### src/hdl/pcfe_pkg.sv
// Shared types, codes and constants for the playback clock fade envelope unit.
`default_nettype none

package pcfe_pkg;

    // Input opcodes
    localparam logic [1:0] OP_START = 2'd0;
    localparam logic [1:0] OP_FADE  = 2'd1;
    localparam logic [1:0] OP_TICK  = 2'd2;

    // Configuration register indexes
    localparam int CFG_IDX_W  = 3;
    localparam int CFG_DATA_W = 32;
    localparam logic [CFG_IDX_W-1:0] REG_START_TIME   = 3'd0;
    localparam logic [CFG_IDX_W-1:0] REG_SPEED        = 3'd1;
    localparam logic [CFG_IDX_W-1:0] REG_ANIM_DUR     = 3'd2;
    localparam logic [CFG_IDX_W-1:0] REG_LOOP_ENABLE  = 3'd3;
    localparam logic [CFG_IDX_W-1:0] REG_BASE_WEIGHT  = 3'd4;
    localparam logic [CFG_IDX_W-1:0] REG_FADE_IN_LEN  = 3'd5;
    localparam logic [CFG_IDX_W-1:0] REG_FADE_OUT_LEN = 3'd6;

    // Fixed-point constants
    localparam logic [15:0] ONE_Q15       = 16'd32768;
    localparam logic [15:0] SPEED_RESET   = 16'd256;

    // Divider step counts: full word for the wrap, 16 quotient bits for a fade
    localparam int MOD_STEPS = 32;
    localparam int W_STEPS   = 16;
    localparam int CNT_W     = $clog2(MOD_STEPS);

    typedef struct packed {
        logic [1:0]  opcode;
        logic [30:0] delta;
    } item_t;

    typedef struct packed {
        logic               playing;
        logic signed [31:0] play_time;
        logic [15:0]        weight;
    } result_t;

    typedef enum logic [3:0] {
        ST_IDLE,
        ST_TICK,
        ST_ADD,
        ST_DIV,
        ST_MOD_FIX,
        ST_W_INIT,
        ST_W_OUT,
        ST_W_LOAD,
        ST_OUT
    } state_t;

    typedef enum logic [1:0] {
        DK_MOD,
        DK_FADE_IN,
        DK_FADE_OUT
    } div_kind_t;

endpackage

`default_nettype wire

### src/hdl/playback_clock_fade_envelope_unit.sv
// Playback clock with fade envelope: sequencer around one multiplier and one divider step.
// A fade-out item goes straight to the output state; a start runs the fade weight divisions
// that apply; a tick may also run the wrap remainder first (32 divider steps, 16 per fade fraction).
// Throughput: one item at a time; item_ready is high only while the sequencer idles,
// so a new item waits until the last one has passed the output state, which waits for a free slot.
// Reset (rst_n low, asynchronous): state idle, playback finished, time and weight zero,
// registers at their reset values (speed 1.0, base weight 1.0).
`default_nettype none

module playback_clock_fade_envelope_unit
    import pcfe_pkg::*;
(
    input  logic                  clk,
    input  logic                  rst_n,
    input  logic                  item_valid,
    output logic                  item_ready,
    input  item_t                 item,
    output logic                  result_valid,
    input  logic                  result_ready,
    output result_t               result,
    input  logic                  cfg_valid,
    output logic                  cfg_ready,
    input  logic [CFG_IDX_W-1:0]  cfg_index,
    input  logic [CFG_DATA_W-1:0] cfg_data
);

    localparam logic signed [41:0] SUM_MAX = 42'sd2147483647;
    localparam logic signed [41:0] SUM_MIN = -42'sd2147483648;

    // Configuration registers
    logic [30:0]        start_time_reg;
    logic signed [15:0] speed_reg;
    logic [30:0]        dur_reg;
    logic               loop_reg;
    logic [15:0]        base_w_reg;
    logic [30:0]        fin_len_reg;
    logic [30:0]        fout_len_reg;

    // Playback state
    state_t             state_reg, state_next;
    logic signed [31:0] time_reg, time_next;
    logic [30:0]        fil_reg, fil_next;
    logic [30:0]        fol_reg, fol_next;
    logic               fading_reg, fading_next;
    logic               finished_reg, finished_next;
    logic [15:0]        weight_reg, weight_next;

    // Work registers
    logic [30:0]        delta_reg, delta_next;
    logic [15:0]        w_reg, w_next;
    logic signed [48:0] prod_reg, prod_next;
    logic [30:0]        rem_reg, rem_next;
    logic [31:0]        shf_reg, shf_next;
    logic [30:0]        div_reg, div_next;
    logic [CNT_W-1:0]   cnt_reg, cnt_next;
    div_kind_t          kind_reg, kind_next;
    logic               mod_neg_reg, mod_neg_next;
    logic               result_valid_reg, result_valid_next;
    result_t            result_reg, result_next;

    // Shared multiplier
    logic signed [31:0] mul_a;
    logic signed [16:0] mul_b;
    logic signed [48:0] mul_p;

    // Datapath terms
    logic signed [40:0] p_step;
    logic signed [41:0] sum;
    logic signed [31:0] t_sat;
    logic signed [31:0] dur_s;
    logic               t_gt_dur, t_ge_dur, t_neg, dur_zero;
    logic               fade_end;
    logic [15:0]        w0;
    logic               fil_zero, fil_full, fout_apply;
    logic [31:0]        trial;
    logic               ge;
    logic [31:0]        diff;
    logic [30:0]        rem_step;
    logic [31:0]        shf_step;
    logic               div_done;
    logic               slot_free;

    assign item_ready   = (state_reg == ST_IDLE);
    assign cfg_ready    = 1'b1;
    assign result_valid = result_valid_reg;
    assign result       = result_reg;

    assign mul_p = mul_a * mul_b;

    // Position step and saturated sum
    assign p_step   = prod_reg[48:8];
    assign sum      = $signed({{10{time_reg[31]}}, time_reg}) + $signed({p_step[40], p_step});
    assign t_sat    = (sum > SUM_MAX) ? 32'sh7FFF_FFFF :
                      (sum < SUM_MIN) ? 32'sh8000_0000 : sum[31:0];
    assign dur_s    = $signed({1'b0, dur_reg});
    assign t_gt_dur = (t_sat > dur_s);
    assign t_ge_dur = (t_sat >= dur_s);
    assign t_neg    = t_sat[31];
    assign dur_zero = (dur_reg == 31'd0);

    // Fade countdown checks
    assign fade_end   = fading_reg && (fol_reg != 31'd0) && (delta_reg > fol_reg);
    assign w0         = (base_w_reg > ONE_Q15) ? ONE_Q15 : base_w_reg;
    assign fil_zero   = (fil_reg == 31'd0);
    assign fil_full   = (fil_reg >= fin_len_reg);
    assign fout_apply = (fol_reg != 31'd0) && (fol_reg < fout_len_reg);

    // Restoring divider step
    assign trial    = {rem_reg, shf_reg[31]};
    assign ge       = (trial >= {1'b0, div_reg});
    assign diff     = trial - {1'b0, div_reg};
    assign rem_step = ge ? diff[30:0] : trial[30:0];
    assign shf_step = {shf_reg[30:0], ge};
    assign div_done = (cnt_reg == '0);

    assign slot_free = !result_valid_reg || result_ready;

    // Next state
    always_comb
    begin
        state_next = state_reg;
        unique case (state_reg)
            ST_IDLE:
            begin
                if (item_valid)
                begin
                    unique case (item.opcode)
                        OP_START: state_next = ST_W_INIT;
                        OP_FADE:  state_next = ST_OUT;
                        OP_TICK:  state_next = finished_reg ? ST_OUT : ST_TICK;
                        default:  state_next = ST_OUT;
                    endcase
                end
            end
            ST_TICK:
                state_next = fade_end ? ST_OUT : ST_ADD;
            ST_ADD:
            begin
                if (loop_reg)
                    state_next = (!dur_zero && (t_gt_dur || t_neg)) ? ST_DIV : ST_W_INIT;
                else
                    state_next = t_ge_dur ? ST_OUT : ST_W_INIT;
            end
            ST_DIV:
            begin
                if (div_done)
                begin
                    unique case (kind_reg)
                        DK_MOD:      state_next = ST_MOD_FIX;
                        DK_FADE_IN:  state_next = ST_W_OUT;
                        DK_FADE_OUT: state_next = ST_OUT;
                        default:     state_next = ST_OUT;
                    endcase
                end
            end
            ST_MOD_FIX:
                state_next = ST_W_INIT;
            ST_W_INIT:
                state_next = (fil_zero || fil_full) ? ST_W_OUT : ST_W_LOAD;
            ST_W_OUT:
                state_next = fout_apply ? ST_W_LOAD : ST_OUT;
            ST_W_LOAD:
                state_next = ST_DIV;
            ST_OUT:
                state_next = slot_free ? ST_IDLE : ST_OUT;
            default:
                state_next = ST_IDLE;
        endcase
    end

    // Datapath and outputs
    always_comb
    begin
        time_next         = time_reg;
        fil_next          = fil_reg;
        fol_next          = fol_reg;
        fading_next       = fading_reg;
        finished_next     = finished_reg;
        weight_next       = weight_reg;
        delta_next        = delta_reg;
        w_next            = w_reg;
        prod_next         = prod_reg;
        rem_next          = rem_reg;
        shf_next          = shf_reg;
        div_next          = div_reg;
        cnt_next          = cnt_reg;
        kind_next         = kind_reg;
        mod_neg_next      = mod_neg_reg;
        result_valid_next = result_valid_reg && !result_ready;
        result_next       = result_reg;
        mul_a             = $signed({1'b0, delta_reg});
        mul_b             = $signed({speed_reg[15], speed_reg});

        unique case (state_reg)
            ST_IDLE:
            begin
                if (item_valid)
                begin
                    unique case (item.opcode)
                        OP_START:
                        begin
                            time_next     = $signed({1'b0, start_time_reg});
                            fil_next      = fin_len_reg;
                            fol_next      = 31'd0;
                            fading_next   = 1'b0;
                            finished_next = 1'b0;
                        end
                        OP_FADE:
                        begin
                            fol_next    = fout_len_reg;
                            fading_next = 1'b1;
                        end
                        OP_TICK:
                            delta_next = item.delta;
                        default:
                            delta_next = delta_reg;
                    endcase
                end
            end
            ST_TICK:
            begin
                // Count the fades down and form delta * speed
                if (!fil_zero)
                    fil_next = (delta_reg >= fil_reg) ? 31'd0 : fil_reg - delta_reg;
                if (fade_end)
                    finished_next = 1'b1;
                else if (fading_reg && (fol_reg != 31'd0))
                    fol_next = fol_reg - delta_reg;
                prod_next = mul_p;
            end
            ST_ADD:
            begin
                if (loop_reg)
                begin
                    rem_next  = 31'd0;
                    div_next  = dur_reg;
                    cnt_next  = CNT_W'(MOD_STEPS - 1);
                    kind_next = DK_MOD;
                    if (dur_zero)
                        time_next = 32'sd0;
                    else if (t_gt_dur)
                    begin
                        shf_next     = t_sat - 32'sd1;
                        mod_neg_next = 1'b0;
                    end
                    else if (t_neg)
                    begin
                        shf_next     = -t_sat;
                        mod_neg_next = 1'b1;
                    end
                    else
                        time_next = t_sat;
                end
                else
                begin
                    time_next = t_sat;
                    if (t_ge_dur)
                        finished_next = 1'b1;
                end
            end
            ST_DIV:
            begin
                rem_next = rem_step;
                shf_next = shf_step;
                cnt_next = cnt_reg - CNT_W'(1);
                if (div_done && (kind_reg == DK_FADE_IN))
                    w_next = shf_step[15:0];
                if (div_done && (kind_reg == DK_FADE_OUT))
                    weight_next = shf_step[15:0];
            end
            ST_MOD_FIX:
            begin
                // Map the remainder back into the loop range
                if (mod_neg_reg)
                    time_next = (rem_reg == 31'd0) ? 32'sd0 :
                                $signed({1'b0, dur_reg - rem_reg});
                else
                    time_next = $signed({1'b0, rem_reg} + 32'd1);
            end
            ST_W_INIT:
            begin
                kind_next = DK_FADE_IN;
                if (fil_zero)
                    w_next = w0;
                else if (fil_full)
                    w_next = 16'd0;
                else
                begin
                    mul_a     = $signed({1'b0, fin_len_reg - fil_reg});
                    mul_b     = $signed({1'b0, w0});
                    prod_next = mul_p;
                end
            end
            ST_W_OUT:
            begin
                kind_next = DK_FADE_OUT;
                if (fout_apply)
                begin
                    mul_a     = $signed({1'b0, fol_reg});
                    mul_b     = $signed({1'b0, w_reg});
                    prod_next = mul_p;
                end
                else
                    weight_next = w_reg;
            end
            ST_W_LOAD:
            begin
                // Product high part is already below the divisor
                rem_next = prod_reg[46:16];
                shf_next = {prod_reg[15:0], 16'h0000};
                div_next = (kind_reg == DK_FADE_IN) ? fin_len_reg : fout_len_reg;
                cnt_next = CNT_W'(W_STEPS - 1);
            end
            ST_OUT:
            begin
                if (slot_free)
                begin
                    result_valid_next     = 1'b1;
                    result_next.playing   = !finished_reg;
                    result_next.play_time = time_reg;
                    result_next.weight    = weight_reg;
                end
            end
            default:
                result_next = result_reg;
        endcase
    end

    // Control and state registers
    always_ff @(posedge clk or negedge rst_n)
    begin
        if (!rst_n)
        begin
            state_reg        <= ST_IDLE;
            time_reg         <= 32'sd0;
            fil_reg          <= 31'd0;
            fol_reg          <= 31'd0;
            fading_reg       <= 1'b0;
            finished_reg     <= 1'b1;
            weight_reg       <= 16'd0;
            kind_reg         <= DK_MOD;
            cnt_reg          <= '0;
            result_valid_reg <= 1'b0;
        end
        else
        begin
            state_reg        <= state_next;
            time_reg         <= time_next;
            fil_reg          <= fil_next;
            fol_reg          <= fol_next;
            fading_reg       <= fading_next;
            finished_reg     <= finished_next;
            weight_reg       <= weight_next;
            kind_reg         <= kind_next;
            cnt_reg          <= cnt_next;
            result_valid_reg <= result_valid_next;
        end
    end

    // Payload work registers
    always_ff @(posedge clk)
    begin
        delta_reg   <= delta_next;
        w_reg       <= w_next;
        prod_reg    <= prod_next;
        rem_reg     <= rem_next;
        shf_reg     <= shf_next;
        div_reg     <= div_next;
        mod_neg_reg <= mod_neg_next;
        result_reg  <= result_next;
    end

    // Configuration writes
    always_ff @(posedge clk or negedge rst_n)
    begin
        if (!rst_n)
        begin
            start_time_reg <= 31'd0;
            speed_reg      <= $signed(SPEED_RESET);
            dur_reg        <= 31'd0;
            loop_reg       <= 1'b0;
            base_w_reg     <= ONE_Q15;
            fin_len_reg    <= 31'd0;
            fout_len_reg   <= 31'd0;
        end
        else if (cfg_valid && cfg_ready)
        begin
            unique case (cfg_index)
                REG_START_TIME:   start_time_reg <= cfg_data[30:0];
                REG_SPEED:        speed_reg      <= $signed(cfg_data[15:0]);
                REG_ANIM_DUR:     dur_reg        <= cfg_data[30:0];
                REG_LOOP_ENABLE:  loop_reg       <= cfg_data[0];
                REG_BASE_WEIGHT:  base_w_reg     <= cfg_data[15:0];
                REG_FADE_IN_LEN:  fin_len_reg    <= cfg_data[30:0];
                REG_FADE_OUT_LEN: fout_len_reg   <= cfg_data[30:0];
                default:          loop_reg       <= loop_reg;
            endcase
        end
    end

endmodule

`default_nettype wire

### config.mk
export PLATFORM = sky130hd
export DESIGN_NAME = playback_clock_fade_envelope_unit
export DESIGN_NICKNAME = d
export VERILOG_FILES = /design/src/hdl/pcfe_pkg.sv /design/src/hdl/playback_clock_fade_envelope_unit.sv
export SDC_FILE = /design/constraint.sdc
export NUM_CORES = 2
export LEC_CHECK = 0
export BUFFER_PORTS_ARGS = -buffer_cell sky130_fd_sc_hd__buf_2
export CORE_AREA = 3 3 473 475
export DETAILED_ROUTE_END_ITERATION = 8
export DIE_AREA = 0 0 476 478
export PLACE_DENSITY = 0.46
export SYNTH_ARGS = -nofsm -noshare
export SYNTH_HDL_FRONTEND = slang
export SYNTH_SLANG_ARGS = --single-unit
### constraint.sdc
create_clock -name clk -period 16.9 [get_ports clk]
set_input_delay 1.69 -clock clk [delete_from_list [all_inputs] [get_ports clk]]
set_output_delay 1.69 -clock clk [all_outputs]
set_load 0.1 [all_outputs]
Yosys cells after proc, flatten, opt, wreduce, memory -nomap -nowiden

Index checks and enable logic that the tools add are counted.

Order comparisons: 10
Multiplexer cells: 79
Bitwise gates (word level): 1
$mul: 1
Reduce and logical (&&, ||, !) cells: 57
$add $sub $neg: 10
Eq/ne operators: 40

Operators by type and width:

| cell                                                                   | count |
|---|---|
| 31-bit two-way mux                                                     | 15 |
| 32-bit two-way mux                                                     | 13 |
| 31-bit one-hot mux with 2 select lines                                 | 5 |
| 32-bit one-hot mux with 3 select lines                                 | 2 |
| 31-bit subtractor                                                      | 5 |
| 49-bit two-way mux                                                     | 3 |
| 49-bit one-hot mux with 3 select lines                                 | 1 |
| 16-bit two-way mux                                                     | 6 |
| 31-bit logical NOT                                                     | 3 |
| 31-bit one-hot mux with 3 select lines                                 | 1 |
| 16-bit one-hot mux with 2 select lines                                 | 2 |
| 31-bit >= comparator                                                   | 2 |
| 17-bit two-way mux                                                     | 3 |
| 32-bit by 17-bit multiplier with 49-bit output                         | 1 |
| 32-bit by 41-bit adder with 42-bit output                              | 1 |
| 42-bit by 32-bit > comparator with 1-bit output, second input constant | 1 |
| 42-bit by 32-bit < comparator with 1-bit output, second input constant | 1 |
| 4-bit one-hot mux with 9 select lines                                  | 1 |
| 17-bit one-hot mux with 2 select lines                                 | 1 |
| 31-bit by 1-bit adder with 32-bit output, second input constant        | 1 |
| 32-bit by 31-bit >= comparator with 1-bit output                       | 1 |
| 32-bit >= comparator                                                   | 1 |
| 32-bit > comparator                                                    | 1 |
| 4-bit two-way mux                                                      | 8 |
| other kinds (45)                                                       | 119 |

Register bits after elaboration: 521
Output and inout port bits: 52

Depth between registers and ports, before layout

Depth in word-level cells: 10
Gate-level depth with buffers: 44
Depth with buffers taken out: 41

Worst setup path before layout

Ideal clock, no wire load.

Path kind: register -> register
Start point: reg fil_reg[1]
End point: reg prod_reg[46] (data pin)
Setup slack: 7.080 ns
Arrival time: 9.561 ns
Clock period less this slack: 9.820 ns
Required time: 16.641 ns
Library setup time: 0.259 ns
Stages on the path, launching flop included: 41
Cells stage by stage: dfrtp_1 inv_1 ha_1 nor2b_1 o21a_1 o21ai_1 a21oi_1 a211oi_1 nor2_1 a211o_1 o211ai_1 a21oi_2 buf_2 buf_1 a221oi_2 nor2_1 fa_1 inv_1 (+5 left out) inv_1 fa_1 inv_1 ha_1 clkbuf_1 a21o_1 a2111oi_0 o21ai_1 a21oi_1 a211oi_1 o41ai_2 o21ai_1 nand4_1 a31o_2 o31ai_1 a21o_1 a21oi_1 xnor2_1

Cells in the longest elaborated chain, start to end: 8
Elaborated cells on any way between the ends: 14
Those cells by class: add/sub (1); mul (1); order compare (1); mux (10); reduce/logical (1)

Ends and longest elaborated chain:

| item                                                                                             | line                                                                               | source |
|---|---|---|
| from (decl)                                                                                      | playback_clock_fade_envelope_unit.sv:42                                            | `logic [30:0] fil_reg, fil_next;` |
| from (signal assigned)                                                                           | playback_clock_fade_envelope_unit.sv:349                                           | `fil_reg <= fil_next;` |
| 31-bit subtractor or 31-bit >= comparator (tied branches)                                        | playback_clock_fade_envelope_unit.sv:289, playback_clock_fade_envelope_unit.sv:105 |  |
| 31-bit two-way mux or 17-bit two-way mux (tied branches)                                         | playback_clock_fade_envelope_unit.sv:285                                           | `else if (fil_full)` |
| 31-bit two-way mux or 17-bit two-way mux (tied branches)                                         | playback_clock_fade_envelope_unit.sv:283                                           | `if (fil_zero)` |
| 31-bit one-hot mux with 2 select lines or 17-bit one-hot mux with 2 select lines (tied branches) | playback_clock_fade_envelope_unit.sv:194                                           | `unique case (state_reg)` |
| 32-bit by 17-bit multiplier with 49-bit output *                                                 | playback_clock_fade_envelope_unit.sv:88                                            | `assign mul_p = mul_a * mul_b;` |
| named net mul_p[46]                                                                              | playback_clock_fade_envelope_unit.sv:64                                            | `logic signed [48:0] mul_p;` |
| 49-bit two-way mux                                                                               | playback_clock_fade_envelope_unit.sv:285                                           |  |
| 49-bit two-way mux                                                                               | playback_clock_fade_envelope_unit.sv:283                                           |  |
| 49-bit one-hot mux with 3 select lines *                                                         | playback_clock_fade_envelope_unit.sv:194                                           |  |
| to (signal assigned)                                                                             | playback_clock_fade_envelope_unit.sv:365                                           | `prod_reg <= prod_next;` |
| to (decl)                                                                                        | playback_clock_fade_envelope_unit.sv:51                                            | `logic signed [48:0] prod_reg, prod_next;` |

Mark *: on every way through the listed nets, which the timed path passes. The rest lies on a longest branch. The select of a mux whose other input is x is not followed.
A chain may end at the register's enable or synchronous reset.

Final worst setup path

Start point: reg fin_len_reg[12]
End point: reg prod_reg[48] (data pin)

Cells in the longest elaborated chain, start to end: 8
Elaborated cells on any way between the ends: 13
Those cells by class: add/sub (1); mul (1); order compare (1); mux (10)

Ends and longest elaborated chain:

| item                                                                                             | line                                                                               | source |
|---|---|---|
| from (decl)                                                                                      | playback_clock_fade_envelope_unit.sv:36                                            | `logic [30:0] fin_len_reg;` |
| from (signal assigned)                                                                           | playback_clock_fade_envelope_unit.sv:394                                           | `REG_FADE_IN_LEN: fin_len_reg <= cfg_data[30:0];` |
| 31-bit subtractor or 31-bit >= comparator (tied branches)                                        | playback_clock_fade_envelope_unit.sv:289, playback_clock_fade_envelope_unit.sv:105 |  |
| 31-bit two-way mux or 17-bit two-way mux (tied branches)                                         | playback_clock_fade_envelope_unit.sv:285                                           |  |
| 31-bit two-way mux or 17-bit two-way mux (tied branches)                                         | playback_clock_fade_envelope_unit.sv:283                                           |  |
| 31-bit one-hot mux with 2 select lines or 17-bit one-hot mux with 2 select lines (tied branches) | playback_clock_fade_envelope_unit.sv:194                                           |  |
| 32-bit by 17-bit multiplier with 49-bit output *                                                 | playback_clock_fade_envelope_unit.sv:88                                            |  |
| named net mul_p[48]                                                                              | playback_clock_fade_envelope_unit.sv:64                                            |  |
| 49-bit two-way mux                                                                               | playback_clock_fade_envelope_unit.sv:285                                           |  |
| 49-bit two-way mux                                                                               | playback_clock_fade_envelope_unit.sv:283                                           |  |
| 49-bit one-hot mux with 3 select lines *                                                         | playback_clock_fade_envelope_unit.sv:194                                           |  |

Marked as above.

==> impl_metrics.json <==
{
  "synth_top_area_frac": 0.1671,
  "syn_area_mm2": 0.05273,
  "dieWidth_um": 476,
  "cts_tree": "done",
  "post_drt_wl_per_cell_um": 23.89,
  "clkTransAtPathRegs_ps": 60,
  "tightest_slew_ps": 1146,
  "endpoint": "prod_reg[48]",
  "die_h_um": 478,
  "arrival_ps": 13010,
  "area_growth_pct": 12.61,
  "ys.warnings.count": 0,
  "antenna_found_initial": 22,
  "die_area_mm2": 0.2275,
  "cts_buffer_depth": 3,
  "critPathLaunch": "fin_len_reg[12]",
  "synth_top_family_by_area": "adder cells",
  "final.min_clock_period_ps": 12580,
  "synth_nets": 6765,
  "setup_violations": 0,
  "grt_use_total": 0.1840,
  "via_per_inst": 4.940,
  "cts_sinks": 521,
  "clkLatencyLatePin_ps": 680,
  "finalHoldViolCount": 0,
  "path_class": "reg2reg",
  "syn_avg_cell_area_um2": 9.036,
  "grt_max_degree": 152,
  "reg2reg_depth": 40,
  "layout.nets": 6823,
  "firstDrtPassIters": 6,
  "synth_compound_area_frac": 0.1625,
  "core-area_mm2": 0.2197,
  "synth_xor_xnor_area_share": 0.04601,
  "max_cap_viol_count": 0,
  "first_global_vias": 43766,
  "hold_class": "reg2reg",
  "synthCells": 5835,
  "netlist_top_cells_area": "fa_1 17%, edfxtp_1 14%, dfrtp_1 13%, ha_1 9.9%, inv_1 5.4%",
  "critical_path.max_fanout": 63,
  "h-tree-depth": 3,
  "rows": 172,
  "synth_cell_type_count": 100,
  "max_stage_delay_ps": 650,
  "synthAdderAreaFrac": 0.2660,
  "max_freq_mhz": 79.48,
  "layout_common_cells": "758 x inv_1, 609 x nor2_1, 529 x nand2_1, 440 x fa_1, 417 x ha_1",
  "totalWireLength_mm": 212.9,
  "rsz0062_at_grt": "false",
  "outcome": "complete, no violations",
  "synth-simple-area-share": 0.1504,
  "ant_nets": 0,
  "drive_above_1_share": 0.09933,
  "synth-seq-cells": 521,
  "hold_buffers": 0,
  "synth_mux_area_frac": 0.03280,
  "start_kind": "flop",
  "yosysSeqAreaShare": 0.2701,
  "io_buffers": 122,
  "synth_top_cell_by_area": "fa_1",
  "ys_async_sr_fraction": 0.5393,
  "stdcell_count": 8914,
  "cp_slowest_cell": "a2111oi_0",
  "r2r_end": "prod_reg[48]",
  "r2r_slack_ps": 4320,
  "clockRootBuffer": "clkbuf_16",
  "gp_congestion": 0.9470,
  "cts_buffers": 69,
  "dp_cells": 8780,
  "grt_pass1_wl_mm": 308.7,
  "slew_headroom": 0.2336,
  "grt.overflow.total": 0,
  "cts_setup_buffers": 0,
  "slew_violations": 0,
  "mostFrequentLayoutCell": "inv_1",
  "synth-main-ff-cell": "dfrtp_1",
  "drt_iter0_drc": 3897,
  "cpMostUsedCell": "fa_1",
  "via_count": 44032,
  "drc": 0,
  "start_util": 0.2400,
  "clock-skew-final_ps": 38.85,
  "synth_edf_count": 240,
  "cts.repair.resized": 0,
  "num_io_pins": 125,
  "r2r-start": "fin_len_reg[12]",
  "finalSetupTns_ps": 0,
  "endpoint_kind": "flop",
  "worst-endpoint-required_ps": 17330,
  "dpl.hpwl_mm": 168.9,
  "fin_crit_sh": 0.7445
}
-- synth_stat cells, types with 33 or more instances --
master / count
xor2_1: 77
edfxtp_1: 240
o21a_1: 34
nand2b_1: 84
a31oi_1: 45
nand4_1: 63
ha_1: 417
a21oi_1: 337
inv_1: 758
nor2b_1: 43
nor3_1: 94
and3_1: 33
buf_2: 42
a21o_1: 127
nor4_1: 49
o21ai_1: 50
a211oi_1: 57
a22oi_1: 51
nor2_1: 615
dfrtp_1: 278
nand3_1: 95
xnor2_1: 200
mux2_2: 133
clkbuf_1: 174
fa_1: 440
nand2_1: 532
o21ai_0: 257
-- how the worst min path moves through the flow --
stage | endpoint | cells past startpoint | slack [ps] | start
6_report | result[0] | 0 | 450 | weight_reg[0]
5_1_grt | result[15] | 0 | 460 | weight_reg[15]
4_1_cts | result[0] | 0 | 450 | weight_reg[0]
3_5_place_dp | result[0] | 0 | 440 | weight_reg[0]
3_3_place_gp | result[0] | 0 | 440 | weight_reg[0]
2_1_floorplan | result[0] | 0 | 420 | weight_reg[0]
-- metal layers --
layer	wire (um)	vias up	part of all wire	GRT usage
li1	-	20145	-	-
met1	97310	22301	0.46	0.2568
met2	95580	1330	0.45	0.2896
met3	11470	256	0.054	0.02492
met4	8566	0	0.040	0.06569
met5	0	-	0	0
-- critical path: cells and delay by family, from the launching register on --
kind,cells,cell delay (ps)
buf+inv,6,1440
flops,1,500
fa+ha+maj,8,3750
simple gates,8,1330
xor+xnor,1,80
compound gates,17,5140
-- per-stage QoR --
stage               worst slack, ps  hold slack [ps]  cell area, um2    util
global route                   3556            461.9           59370  0.2702
finish                         4318            447.1           59370  0.2702
global placement               4462            436.6           57080  0.2598
floorplan                      7080            424.8           52730       -
CTS                            4288            446.0           59360  0.2702
detailed placement             4327            436.2           57080  0.2598
-- cells by family after synthesis --
logic type / after synthesis
AOI/OAI and AO/OA: 1285
DFF: 521
buffers and inverters: 993
adders and majority gates: 857
xor gates and xnor gates: 277
other: 1
muxes: 156
and+or+nand+nor: 1745
-- final cells by class --
type                            instances  area, um2
Clock buffer                           87       1834
Multi-Input combinational cell       4321      34910
Tap cell                             2958       3701
Sequential cell                       521      14240
Inverter                              759       2849
Fill cell                           23525     160400
Clock inverter                         41      449.2
Antenna cell                            6      15.01
Timing Repair Buffer                  221       1376
Power is left out: the tool's default activity adds up to more than one toggle a clock period on the data nets, which glitch-free logic cannot reach.
